--- src/rtl/qrv_pkg.sv ---
// ----------------------------------------------------------------------------
// qrv_pkg
// shared constants for the quaternion vector rotation block
// ----------------------------------------------------------------------------
package qrv_pkg;

    // normalized quaternion: two's complement, Q2.15 (Q1.15 magnitude), magnitude up to 1.0
    localparam int NORM_FRAC  = 15;
    localparam int MAG_BITS   = 16;
    localparam int NORM_W     = MAG_BITS + 1;
    localparam int ONE_Q15    = 1 << NORM_FRAC;
    localparam int ROUND_HALF = 1 << (NORM_FRAC - 1);

    // default field widths
    localparam int DEF_VEC_WIDTH  = 32;
    localparam int DEF_QUAT_WIDTH = 16;

    // queue between front and back
    localparam int QUEUE_AW    = 5;
    localparam int QUEUE_DEPTH = 1 << QUEUE_AW;

endpackage

--- src/rtl/qrv_queue.sv ---
// ----------------------------------------------------------------------------
// qrv_queue
// small first-in first-out queue between normalization and rotation
// ----------------------------------------------------------------------------
module qrv_queue #(
    parameter int DW = 8
) (
    input  logic          aclk,
    input  logic          aresetn,
    input  logic          wr_en,
    input  logic [DW-1:0] wr_data,
    input  logic          rd_en,
    output logic [DW-1:0] rd_data,
    output logic          empty
);
    import qrv_pkg::*;

    logic [DW-1:0]       mem_reg [0:QUEUE_DEPTH-1];
    logic [QUEUE_AW-1:0] wr_ptr_reg;
    logic [QUEUE_AW-1:0] rd_ptr_reg;
    logic [QUEUE_AW:0]   fill_reg;

    always_ff @(posedge aclk) begin
        if (!aresetn) begin
            wr_ptr_reg <= '0;
            rd_ptr_reg <= '0;
            fill_reg   <= '0;
        end else begin
            if (wr_en) begin
                wr_ptr_reg <= wr_ptr_reg + QUEUE_AW'(1);
            end
            if (rd_en) begin
                rd_ptr_reg <= rd_ptr_reg + QUEUE_AW'(1);
            end
            fill_reg <= fill_reg + (QUEUE_AW+1)'(wr_en) - (QUEUE_AW+1)'(rd_en);
        end
        if (wr_en) begin
            mem_reg[wr_ptr_reg] <= wr_data;
        end
    end

    assign rd_data = mem_reg[rd_ptr_reg];
    assign empty   = (fill_reg == '0);

endmodule

--- config.mk ---
export PLATFORM = sky130hd
export DESIGN_NAME = qrv_queue
export DESIGN_NICKNAME = d
export VERILOG_FILES = /design/src/rtl/qrv_pkg.sv /design/src/rtl/qrv_queue.sv
export SDC_FILE = /design/constraint.sdc
export NUM_CORES = 1
export LEC_CHECK = 0
export BUFFER_PORTS_ARGS = -buffer_cell sky130_fd_sc_hd__buf_2
export CAP_MARGIN = 5
export CORE_ASPECT_RATIO = 1.75
export CORE_UTILIZATION = 45
export CTS_BUF_LIST = sky130_fd_sc_hd__clkbuf_4 sky130_fd_sc_hd__clkbuf_8
export CTS_CLUSTER_SIZE = 10
export DETAILED_ROUTE_END_ITERATION = 6
export PLACE_DENSITY = 0.71
export SETUP_SLACK_MARGIN = 0.2
export SLEW_MARGIN = 20
export SYNTH_ARGS = -nofsm -noshare
export SYNTH_HDL_FRONTEND = slang
export SYNTH_SLANG_ARGS = --single-unit
--- constraint.sdc ---
create_clock -name aclk -period 2.9 [get_ports aclk]
set_input_delay 0.58 -clock aclk [delete_from_list [all_inputs] [get_ports aclk]]
set_output_delay 0.58 -clock aclk [all_outputs]
set_load 0.02 [all_outputs]
After elaboration in Yosys (flattened, before gate mapping)
Memories as Yosys holds them, arrays and structs flattened. A register that Yosys moved wholly into a read port is not among the register bits.
Cells that the tools add are included.
Cells by class
  add/subtract/negate cells: 4
  $mul: 0
  divide/modulo/power cells: 0
  magnitude comparators: 0
  equal/unequal tests: 0
  shifts and indexed selects: 0
  mux-type cells: 4
  bitwise logic cells: 0
  reduce and logical (&&, ||, !) cells: 1
Operator list (number)
  5-bit by 1-bit adder with 5-bit output (second input constant): 2
  5-bit two-way mux: 2
  6-bit by 1-bit adder with 6-bit output: 1
  6-bit zero test: 1
  6-bit by 1-bit subtractor with 6-bit output: 1
  1-bit two-way mux: 2
Storage, ports and cells
  register bits: 16
  latch bits: 0
  memory bits (writable): 256
  bits in read-only memories: 0
  output and inout bits: 9
  memories kept: 1
Memory list
  mem_reg: words 32, width 8, read ports 1, clocked after Yosys merged registers in 1, write ports 1, RTL line qrv_queue.sv:18  | logic [DW-1:0] mem_reg [0:QUEUE_DEPTH-1];

Longest topological paths before layout
Gate-level depths: netlist of run 1.
  depth in word-level cells: 3
  depth in mapped cells: 10
  depth with buffers taken out: 10

Worst setup path after synthesis of run 1
Ideal clock, no wire load.
  path type: flip-flop to output port
  start point: reg (tool-made name)
  end point: out rd_data[3]
  data arrival time: 1.724 ns
  required time: 2.320 ns
  slack: 0.596 ns
  cell stages (with the launch flop): 7
  path buffers: 2
  cell sequence: dfxtp_1 -> buf_6 -> buf_6 -> mux4_1 -> a22o_1 -> a221oi_1 -> nand3_1
RTL lines
  to (decl): RTL line qrv_queue.sv:13  | output logic [DW-1:0] rd_data,

==> impl_metrics.ini, run 1 <==
[synthesis]
avgSynthCellArea_um2 = 18.1
synth.distinct_cells = 46
synthFlopType = edfxtp_1
synth_top_cell_area_share = 0.700
ys_seq_area_frac = 0.738
synth_seq_cells = 277
synthCells = 607
synth_area_mm2 = 0.0110
synth-edff-count = 256
ys_warn_count = 0
synth_nets = 633
synth_top_area_cell = edfxtp_1
async_flop_share = 0
synthTopCellsByArea = edfxtp_1 70%, mux2i_1 6.0%, dfxtp_1 3.8%

[sta]
rsz0062_at_grt = yes
setup_ws_ns = -0.175
max_freq_ghz = 0.325
min_period_ns = 3.07
tightest_slew_ns = 1.05
clock_skew_ns = 0.0218
max-slew-margin-rel = 0.296
min_period_over_period = 1.06
final_hold_viol_count = 0
setup_viol = 8
slew_violations = 0

[clock_tree]
clock_tree.root_cell = clkbuf_8
clock_sinks = 277
cts_buffers = 38
ctsHoldBuffers = 0
tritoncts = built
clock_path_buffers = 3
htree_levels = 2
insertion_delay_ns = 0.53
clk_pin_slew_worst_paths_ns = 0.06

[grt]
grt_pass1_vias = 5977
gr-total-overflow = 0
grt_pass1_wl_mm = 34.9
track_usage = 0.190
grt_max_degree = 43
antenna_found_initial = 0

[critical_path]
r2r_slack_ns = 0.89
rr_startpoint = wr_ptr_reg[3]
path_class = register to primary output
critPathMaxStageDelay_ns = 0.54
crit_family = multiplexers
worstReg2RegEnd = mem_reg[10][1]
r2r_cells = 2
worstPathArrival_ns = 2.49
cp.required_ns = 2.32
crit_slowest_cell = mux4_1
start_kind = register
critPathCaptureType = primary output
cp.buffers_inverters = 2
cp_max_fo = 6
crit_chain = buf_12 -> mux4_1 -> a22o_1 -> a221oi_2 -> nand3_1 -> buf_6

[finish]
fin_cells = 1001
num_antenna_cells = 0
layout-drive-gt1-share = 0.215
final_nets = 695
syn_to_final_growth_pct = 13.9
largest_reg_flops = 256
postLayoutCoreUtil = 0.523
num-fill-cells = 1854

[min_path]
hold_path_class = input pin to register
holdPathStages = 2
hold_path_end = wr_ptr_reg[4]
hp-start = aresetn

[die]
die_width_um = 120
io_pins = 21
start_util = 0.459
fp-row-count = 75
die_area_mm2 = 0.0251
core_area_mm2 = 0.0239
die_h_um = 209

[run_status]
violations = setup timing
outcome = finished with violations

[pwr]
power_density_mw_per_mm2 = 659
ir_drop_mv = 0.296
power.leakage_nw = 3.98

[detailed_routing]
drt_pass1_iterations = 4
via_per_inst = 5.66
vias = 5662
routed_wl_mm = 23.3
drt-initial-drc-count = 469
routedWlPerCell_um = 23.3
final_antenna_net_count = 0
drc = 0

[place]
dp_cells = 930
gp_congestion = 0.879
hpwl_mm = 15.5
io_buffers = 20

[job]
drv_cap = 0
-- metrics by stage --
stage	setup TNS [ns]	total power, mW	setup WS (ns)	hold WS [ns]	instance area (um^2)
after CTS	-1.06	8.26	-0.172	0.339	12400
after global placement	0	5.21	0.265	0.548	11500
final	-0.951	8.24	-0.175	0.361	12500
after detailed placement	0	5.27	0.198	0.557	11500
after floorplan	0	5.02	0.596	0.485	11000
after global routing	-1.38	8.51	-0.201	0.371	12500
-- synth_stat cells, types with 2 or more instances --
master	instances
nand2_1	9
clkbuf_1	14
a21oi_1	2
buf_2	10
nor2_1	49
and2_1	2
nand4_1	4
xnor2_1	3
a22o_1	8
mux4_1	14
dfxtp_1	21
nor3_1	3
edfxtp_1	256
mux2i_1	66
buf_6	3
buf_1	2
mux4_2	18
nand2b_1	2
o21a_1	3
ha_1	13
a22oi_1	32
nand3_1	26
xor2_1	6
a221oi_1	7
inv_1	12
nand3b_1	2
-- layer usage --
layer / share of wire / track usage / vias to the layer above
li1: - / - / 2542
met1: 0.35 / 0.196 / 2907
met2: 0.57 / 0.360 / 152
met3: 0.035 / 0.0319 / 61
met4: 0.047 / 0.0983 / 0
met5: 0 / 0 / -
-- area by class of cell --
type / instances / area, um^2 / area share
clock buffers: 47 / 597 / 0.0477
multi-input cells: 287 / 2720 / 0.218
inverters: 13 / 48.8 / 0.00390
flip-flops and latches: 277 / 8120 / 0.649
clock inverters: 17 / 158 / 0.0126
well taps: 308 / 385 / 0.0308
repair buffers: 52 / 478 / 0.0382
-- how the worst max path moves through the flow --
stage | start | end | slack, ns | depth (start not counted)
2_1_floorplan | register | rd_data[3] | 0.60 | 6
6_report | register | rd_data[2] | -0.17 | 6
4_1_cts | register | rd_data[2] | -0.17 | 6
3_5_place_dp | register | rd_data[2] | 0.20 | 6
3_3_place_gp | register | rd_data[1] | 0.27 | 6
5_1_grt | register | rd_data[2] | -0.20 | 6
-- power breakdown --
part           switching [mW]  internal [mW]  total (mW)
Sequential             0.0411           4.43        4.47
Combinational           0.455          0.329       0.784
Clock                    1.37           1.62        2.99
-- worst reg2reg max path, cell delays in order, from the launching register on --
cell	delay (ns)
dfxtp_1	0.51
or3b_1	0.50
nor2_1	0.64
-- kinds of logic (layout without fill, tap and decap cells) --
kind of cell | after synthesis | count (layout) | share of synthesized area
AOI/OAI and AO/OA | 58 | 58 | 0.0414
xor gates and xnor gates | 9 | 9 | 0.00718
adders and majority gates | 14 | 14 | 0.0166
buffers and inverters | 43 | 129 | 0.0194
DFF | 277 | 277 | 0.738
muxes | 98 | 98 | 0.131
and+or+nand+nor | 108 | 108 | 0.0464
-- layout by cell type, fill, tap and decap left out, types with 9 or more instances in the layout --
cell	Yosys	routed
buf_4	0	26
nor2_1	49	49
clkbuf_8	0	39
buf_2	10	14
a22oi_1	32	32
nand2_1	9	9
ha_1	13	13
clkinv_1	0	10
edfxtp_1	256	256
dfxtp_1	21	19
mux2i_1	66	66
inv_1	12	12
nand3_1	26	25
mux4_2	18	25
-- what timing repair did --
item	CTS	global route
resized for setup	14	22
gates cloned	1	2
hold endpoints to repair	0	0
endpoints found under the setup margin	8	8
pin swaps	1	11
buffers inserted	2	2
Power figures use the tool's default switching activity.
==> inputs of run 2 (changes only) <==
Settings changed: RECOVER_POWER from default to 100.
==> impl_metrics.ini, run 2 (same netlist as run 1, synthesis figures left out) <==
[run_status]
outcome = finished with violations
violations = capacitance limit, slew limit, setup timing

[critical_path]
cp.required_ns = 2.32
rr_startpoint = wr_ptr_reg[2]
worstPathArrival_ns = 2.50
start_kind = register
crit_family = multiplexers
critPathCaptureType = primary output
critPathMaxStageDelay_ns = 0.55
r2r_slack_ns = 0.84
cp.buffers_inverters = 2
crit_chain = buf_12 -> mux4_1 -> a22o_1 -> a221oi_2 -> nand3_1 -> buf_6
path_class = register to primary output
crit_slowest_cell = mux4_1
cp_max_fo = 6

[clock_tree]
insertion_delay_ns = 0.53
htree_levels = 2
clock_tree.root_cell = clkbuf_8
clock_sinks = 277
cts_buffers = 38
clk_pin_slew_worst_paths_ns = 0.06
clock_path_buffers = 3
ctsHoldBuffers = 0
tritoncts = built

[die]
die_width_um = 120
die_h_um = 209
fp-row-count = 75
io_pins = 21
core_area_mm2 = 0.0239
start_util = 0.459
die_area_mm2 = 0.0251

[sta]
tns_ns = -0.942
rsz0062_at_grt = yes
slew_violations = 165
max_freq_ghz = 0.325
max-slew-margin-rel = -0.0507
clock_skew_ns = 0.0184
final_hold_viol_count = 0
setup_ws_ns = -0.179
tightest_slew_ns = 1.58
min_period_over_period = 1.06
min_period_ns = 3.08
setup_viol = 8
holdWs_ns = 0.366

[pwr]
intPower_mw = 6.37
pwr-share-clk = 0.363
switching_share = 0.227
p_switching_mw = 1.87
ir_drop_mv = 0.294
power_density_mw_per_mm2 = 663
seq_power_share = 0.542
share_comb_of_total_power = 0.094
power.leakage_nw = 3.89

[finish]
layout_common_cells = 256 x edfxtp_1, 66 x mux2i_1, 49 x nor2_1
final_common_cell = edfxtp_1
fin_cells = 1001
final_nets = 695
syn_to_final_growth_pct = 13.3
layout-drive-gt1-share = 0.180
postLayoutCoreUtil = 0.520
largest_reg_flops = 256
num_antenna_cells = 0
final_area_mm2 = 0.0124

[detailed_routing]
routedWlPerCell_um = 23.3
drt_pass1_iterations = 6
via_per_inst = 5.67
routed_wl_mm = 23.3
drt-initial-drc-count = 508
final_antenna_net_count = 0
vias = 5679
drc = 0

[place]
hpwl_mm = 15.5
post_dp_cell_area_mm2 = 0.0115
dp_cells = 930
gp_congestion = 0.879
io_buffers = 20

[job]
drv_cap = 7

[grt]
grt_pass1_vias = 5977
grt_max_degree = 43
antenna_found_initial = 0
track_usage = 0.190
gr-total-overflow = 0
grt_pass1_wl_mm = 34.9

[min_path]
hold_path_class = input pin to register
hp-start = aresetn
## run 2: final cells by class
type,instances,area [um^2]
inverters,13,48.8
clock buffers,47,597
clock inverters,17,158
flip-flops and latches,277,8120
multi-input cells,287,2720
fillers,1864,11500
well taps,308,385
repair buffers,52,410
## run 2: path summary, 6_finish.rpt
| check | endpoint | depth (start not counted) |
|---|---|---|
| max | rd_data[2] | 6 |
| min | wr_ptr_reg[4] | 2 |
| max reg2reg | mem_reg[15][7] | 4 |
| min reg2reg | register | 2 |
## run 2: metal layers
layer	up-vias	wire length (um)	global-route usage	share of wire
met5	-	0	0	0
met4	0	1150	0.0983	0.049
met3	64	1010	0.0319	0.043
met2	173	13100	0.360	0.56
met1	2901	8020	0.196	0.34
li1	2541	-	-	-
## run 2: power groups by stage
| stage | Combinational (mW) | Clock [mW] | Sequential [mW] |
|---|---|---|---|
| 4_1_cts | 0.749 | 3.04 | 4.46 |
| 6_report | 0.775 | 2.99 | 4.47 |
| 5_1_grt | 0.843 | 3.19 | 4.47 |
| 2_1_floorplan | 0.490 | 0 | 4.53 |
| 3_3_place_gp | 0.666 | 0 | 4.54 |
| 3_5_place_dp | 0.725 | 0 | 4.55 |
## run 2: worst reg2reg max path, delay by kind of cell (launching register included)
kind / cells / cell delay [ns]
buffers and inverters: 1 / 0.36
DFF: 1 / 0.52
and+or+nand+nor: 3 / 0.85
## run 2: per-stage QoR
step,setup slack (ns),power [mW]
final,-0.179,8.24
after global routing,-0.201,8.51
after CTS,-0.172,8.26
after detailed placement,0.198,5.27
after global placement,0.265,5.21
after floorplan,0.596,5.02
## run 2: what timing repair did
item / CTS / global route
buffers inserted: 2 / 2
gates resized for setup: 14 / 22
endpoints found under the setup margin: 8 / 8
pin swaps: 1 / 11
gates cloned: 1 / 2
==> inputs of run 3 (changes only) <==
Settings changed: CELL_PAD_IN_SITES_DETAIL_PLACEMENT from default to 1, CELL_PAD_IN_SITES_GLOBAL_PLACEMENT from default to 1, PLACE_DENSITY 0.71 to 0.78.
==> impl_metrics.ini, run 3 (same netlist as run 1, synthesis figures left out) <==
[critical_path]
r2r_cells = 10
cp_num_cells = 5
worstPathArrival_ns = 2.45
crit_chain = buf_12 -> mux4_1 -> a221oi_4 -> nand3_1 -> buf_2
start_kind = register
crit_slowest_cell = mux4_1
rr_startpoint = fill_reg[0]
worstReg2RegEnd = fill_reg[4]
endpoint = rd_data[4]
path_class = register to primary output
crit_family = multiplexers
critPathCaptureType = primary output
r2r_slack_ns = 0.81
cp.required_ns = 2.32
cp.buffers_inverters = 2
cp_max_fo = 12
critPathMaxStageDelay_ns = 0.67

[detailed_routing]
drc = 0
drt_pass1_iterations = 4
vias = 5793
via_per_inst = 5.76
routedWlPerCell_um = 25.6
final_antenna_net_count = 0
drt-initial-drc-count = 439
routed_wl_mm = 25.8

[pwr]
power_mw = 8.15
p_switching_mw = 1.89
power.leakage_nw = 3.88
switching_share = 0.232
pwr-share-clk = 0.357
intPower_mw = 6.26
seq_power_share = 0.548
ir_drop_mv = 0.260
share_comb_of_total_power = 0.095
power_density_mw_per_mm2 = 661

[finish]
final_nets = 700
fin_cells = 1006
largest_reg_flops = 256
layout_common_cells = 256 x edfxtp_1, 66 x mux2i_1, 49 x nor2_1
multi_input_area_mm2 = 0.00269
seq_area_mm2 = 0.00812
layout-drive-gt1-share = 0.186
num_antenna_cells = 0
syn_to_final_growth_pct = 12.3
num-fill-cells = 2230
final_common_cell = edfxtp_1

[place]
dp_cells = 935
hpwl_mm = 17.4
gp_congestion = 0.802
post-place-ws_ns = 0.200
io_buffers = 20

[die]
die_area_mm2 = 0.0251
die_h_um = 209
io_pins = 21
die_width_um = 120
core_area_mm2 = 0.0239
start_util = 0.459
fp-row-count = 75

[sta]
tightest_slew_ns = 1.75
final_hold_viol_count = 0
min_period_over_period = 1.05
max-slew-margin-rel = -0.165
setup_ws_ns = -0.131
setup_viol = 8
max_freq_ghz = 0.330
clock_skew_ns = 0.0153
min_period_ns = 3.03
slew_violations = 198
tns_ns = -0.802
rsz0062_at_grt = yes

[job]
drv_cap = 6

[grt]
track_usage = 0.212
grt_pass1_wl_mm = 38.4
antenna_found_initial = 0
grt_pass1_vias = 6241
grt_max_degree = 33
gr-total-overflow = 0

[run_status]
violations = capacitance limit, slew limit, setup timing
outcome = finished with violations

[min_path]
holdPathStages = 2
hold_path_class = input pin to register

[clock_tree]
cts_buffers = 37
clock_tree.root_cell = clkbuf_8
clk_pin_slew_worst_paths_ns = 0.07
clock_sinks = 277
tritoncts = built
insertion_delay_ns = 0.53
clock_path_buffers = 3
htree_levels = 2
## run 3: cell count changes in the layout (fill, tap and decap cells not counted), moves of 3 or more
cell / before / now
clkinv_2: 1 / 4
clkbuf_4: 8 / 13
clkinv_1: 10 / 5
buf_4: 11 / 18
## run 3: how the worst min path moves through the flow
stage,from,endpoint,slack [ns]
after global placement,rd_ptr_reg[4],rd_ptr_reg[4],0.53
after detailed placement,rd_ptr_reg[3],register,0.56
final,aresetn,wr_ptr_reg[4],0.37
after floorplan,rd_ptr_reg[4],register,0.48
after CTS,aresetn,wr_ptr_reg[4],0.33
after global routing,aresetn,wr_ptr_reg[4],0.36
## run 3: per-stage QoR
step | util | instance area [um^2] | hold WS (ns)
floorplan | - | 11000 | 0.485
global route | 0.515 | 12300 | 0.357
global placement | 0.483 | 11600 | 0.534
detailed placement | 0.483 | 11600 | 0.558
CTS | 0.518 | 12400 | 0.334
finish | 0.515 | 12300 | 0.366
## run 3: power groups by stage
stage          Sequential (mW)  Clock, mW  Combinational (mW)
2_1_floorplan             4.53          0               0.490
3_3_place_gp              4.54          0               0.677
3_5_place_dp              4.55          0               0.741
4_1_cts                   4.46       2.95               0.779
5_1_grt                   4.47       3.07               0.837
6_report                  4.47       2.91               0.770
## run 3: area by class of cell
type	count	area share
clock buffers	53	0.0526
clock inverters	10	0.00558
inverters	13	0.00396
multi-input cells	287	0.219
flip-flops and latches	277	0.658
well taps	308	0.0313
repair buffers	58	0.0298
## run 3: timing repair
item | in CTS | in global routing
hold buffers | 0 | 0
gates resized for setup | 22 | 6
buffers inserted | 7 | 1
pin swaps | 4 | 2
endpoints found under the setup margin | 8 | 8
## run 3: layer usage
layer	vias to the layer above	global-route usage	part of all wire
li1	2548	-	-
met5	-	0	0
met4	0	0.106	0.046
met3	59	0.0278	0.035
met2	183	0.403	0.57
met1	3003	0.222	0.35
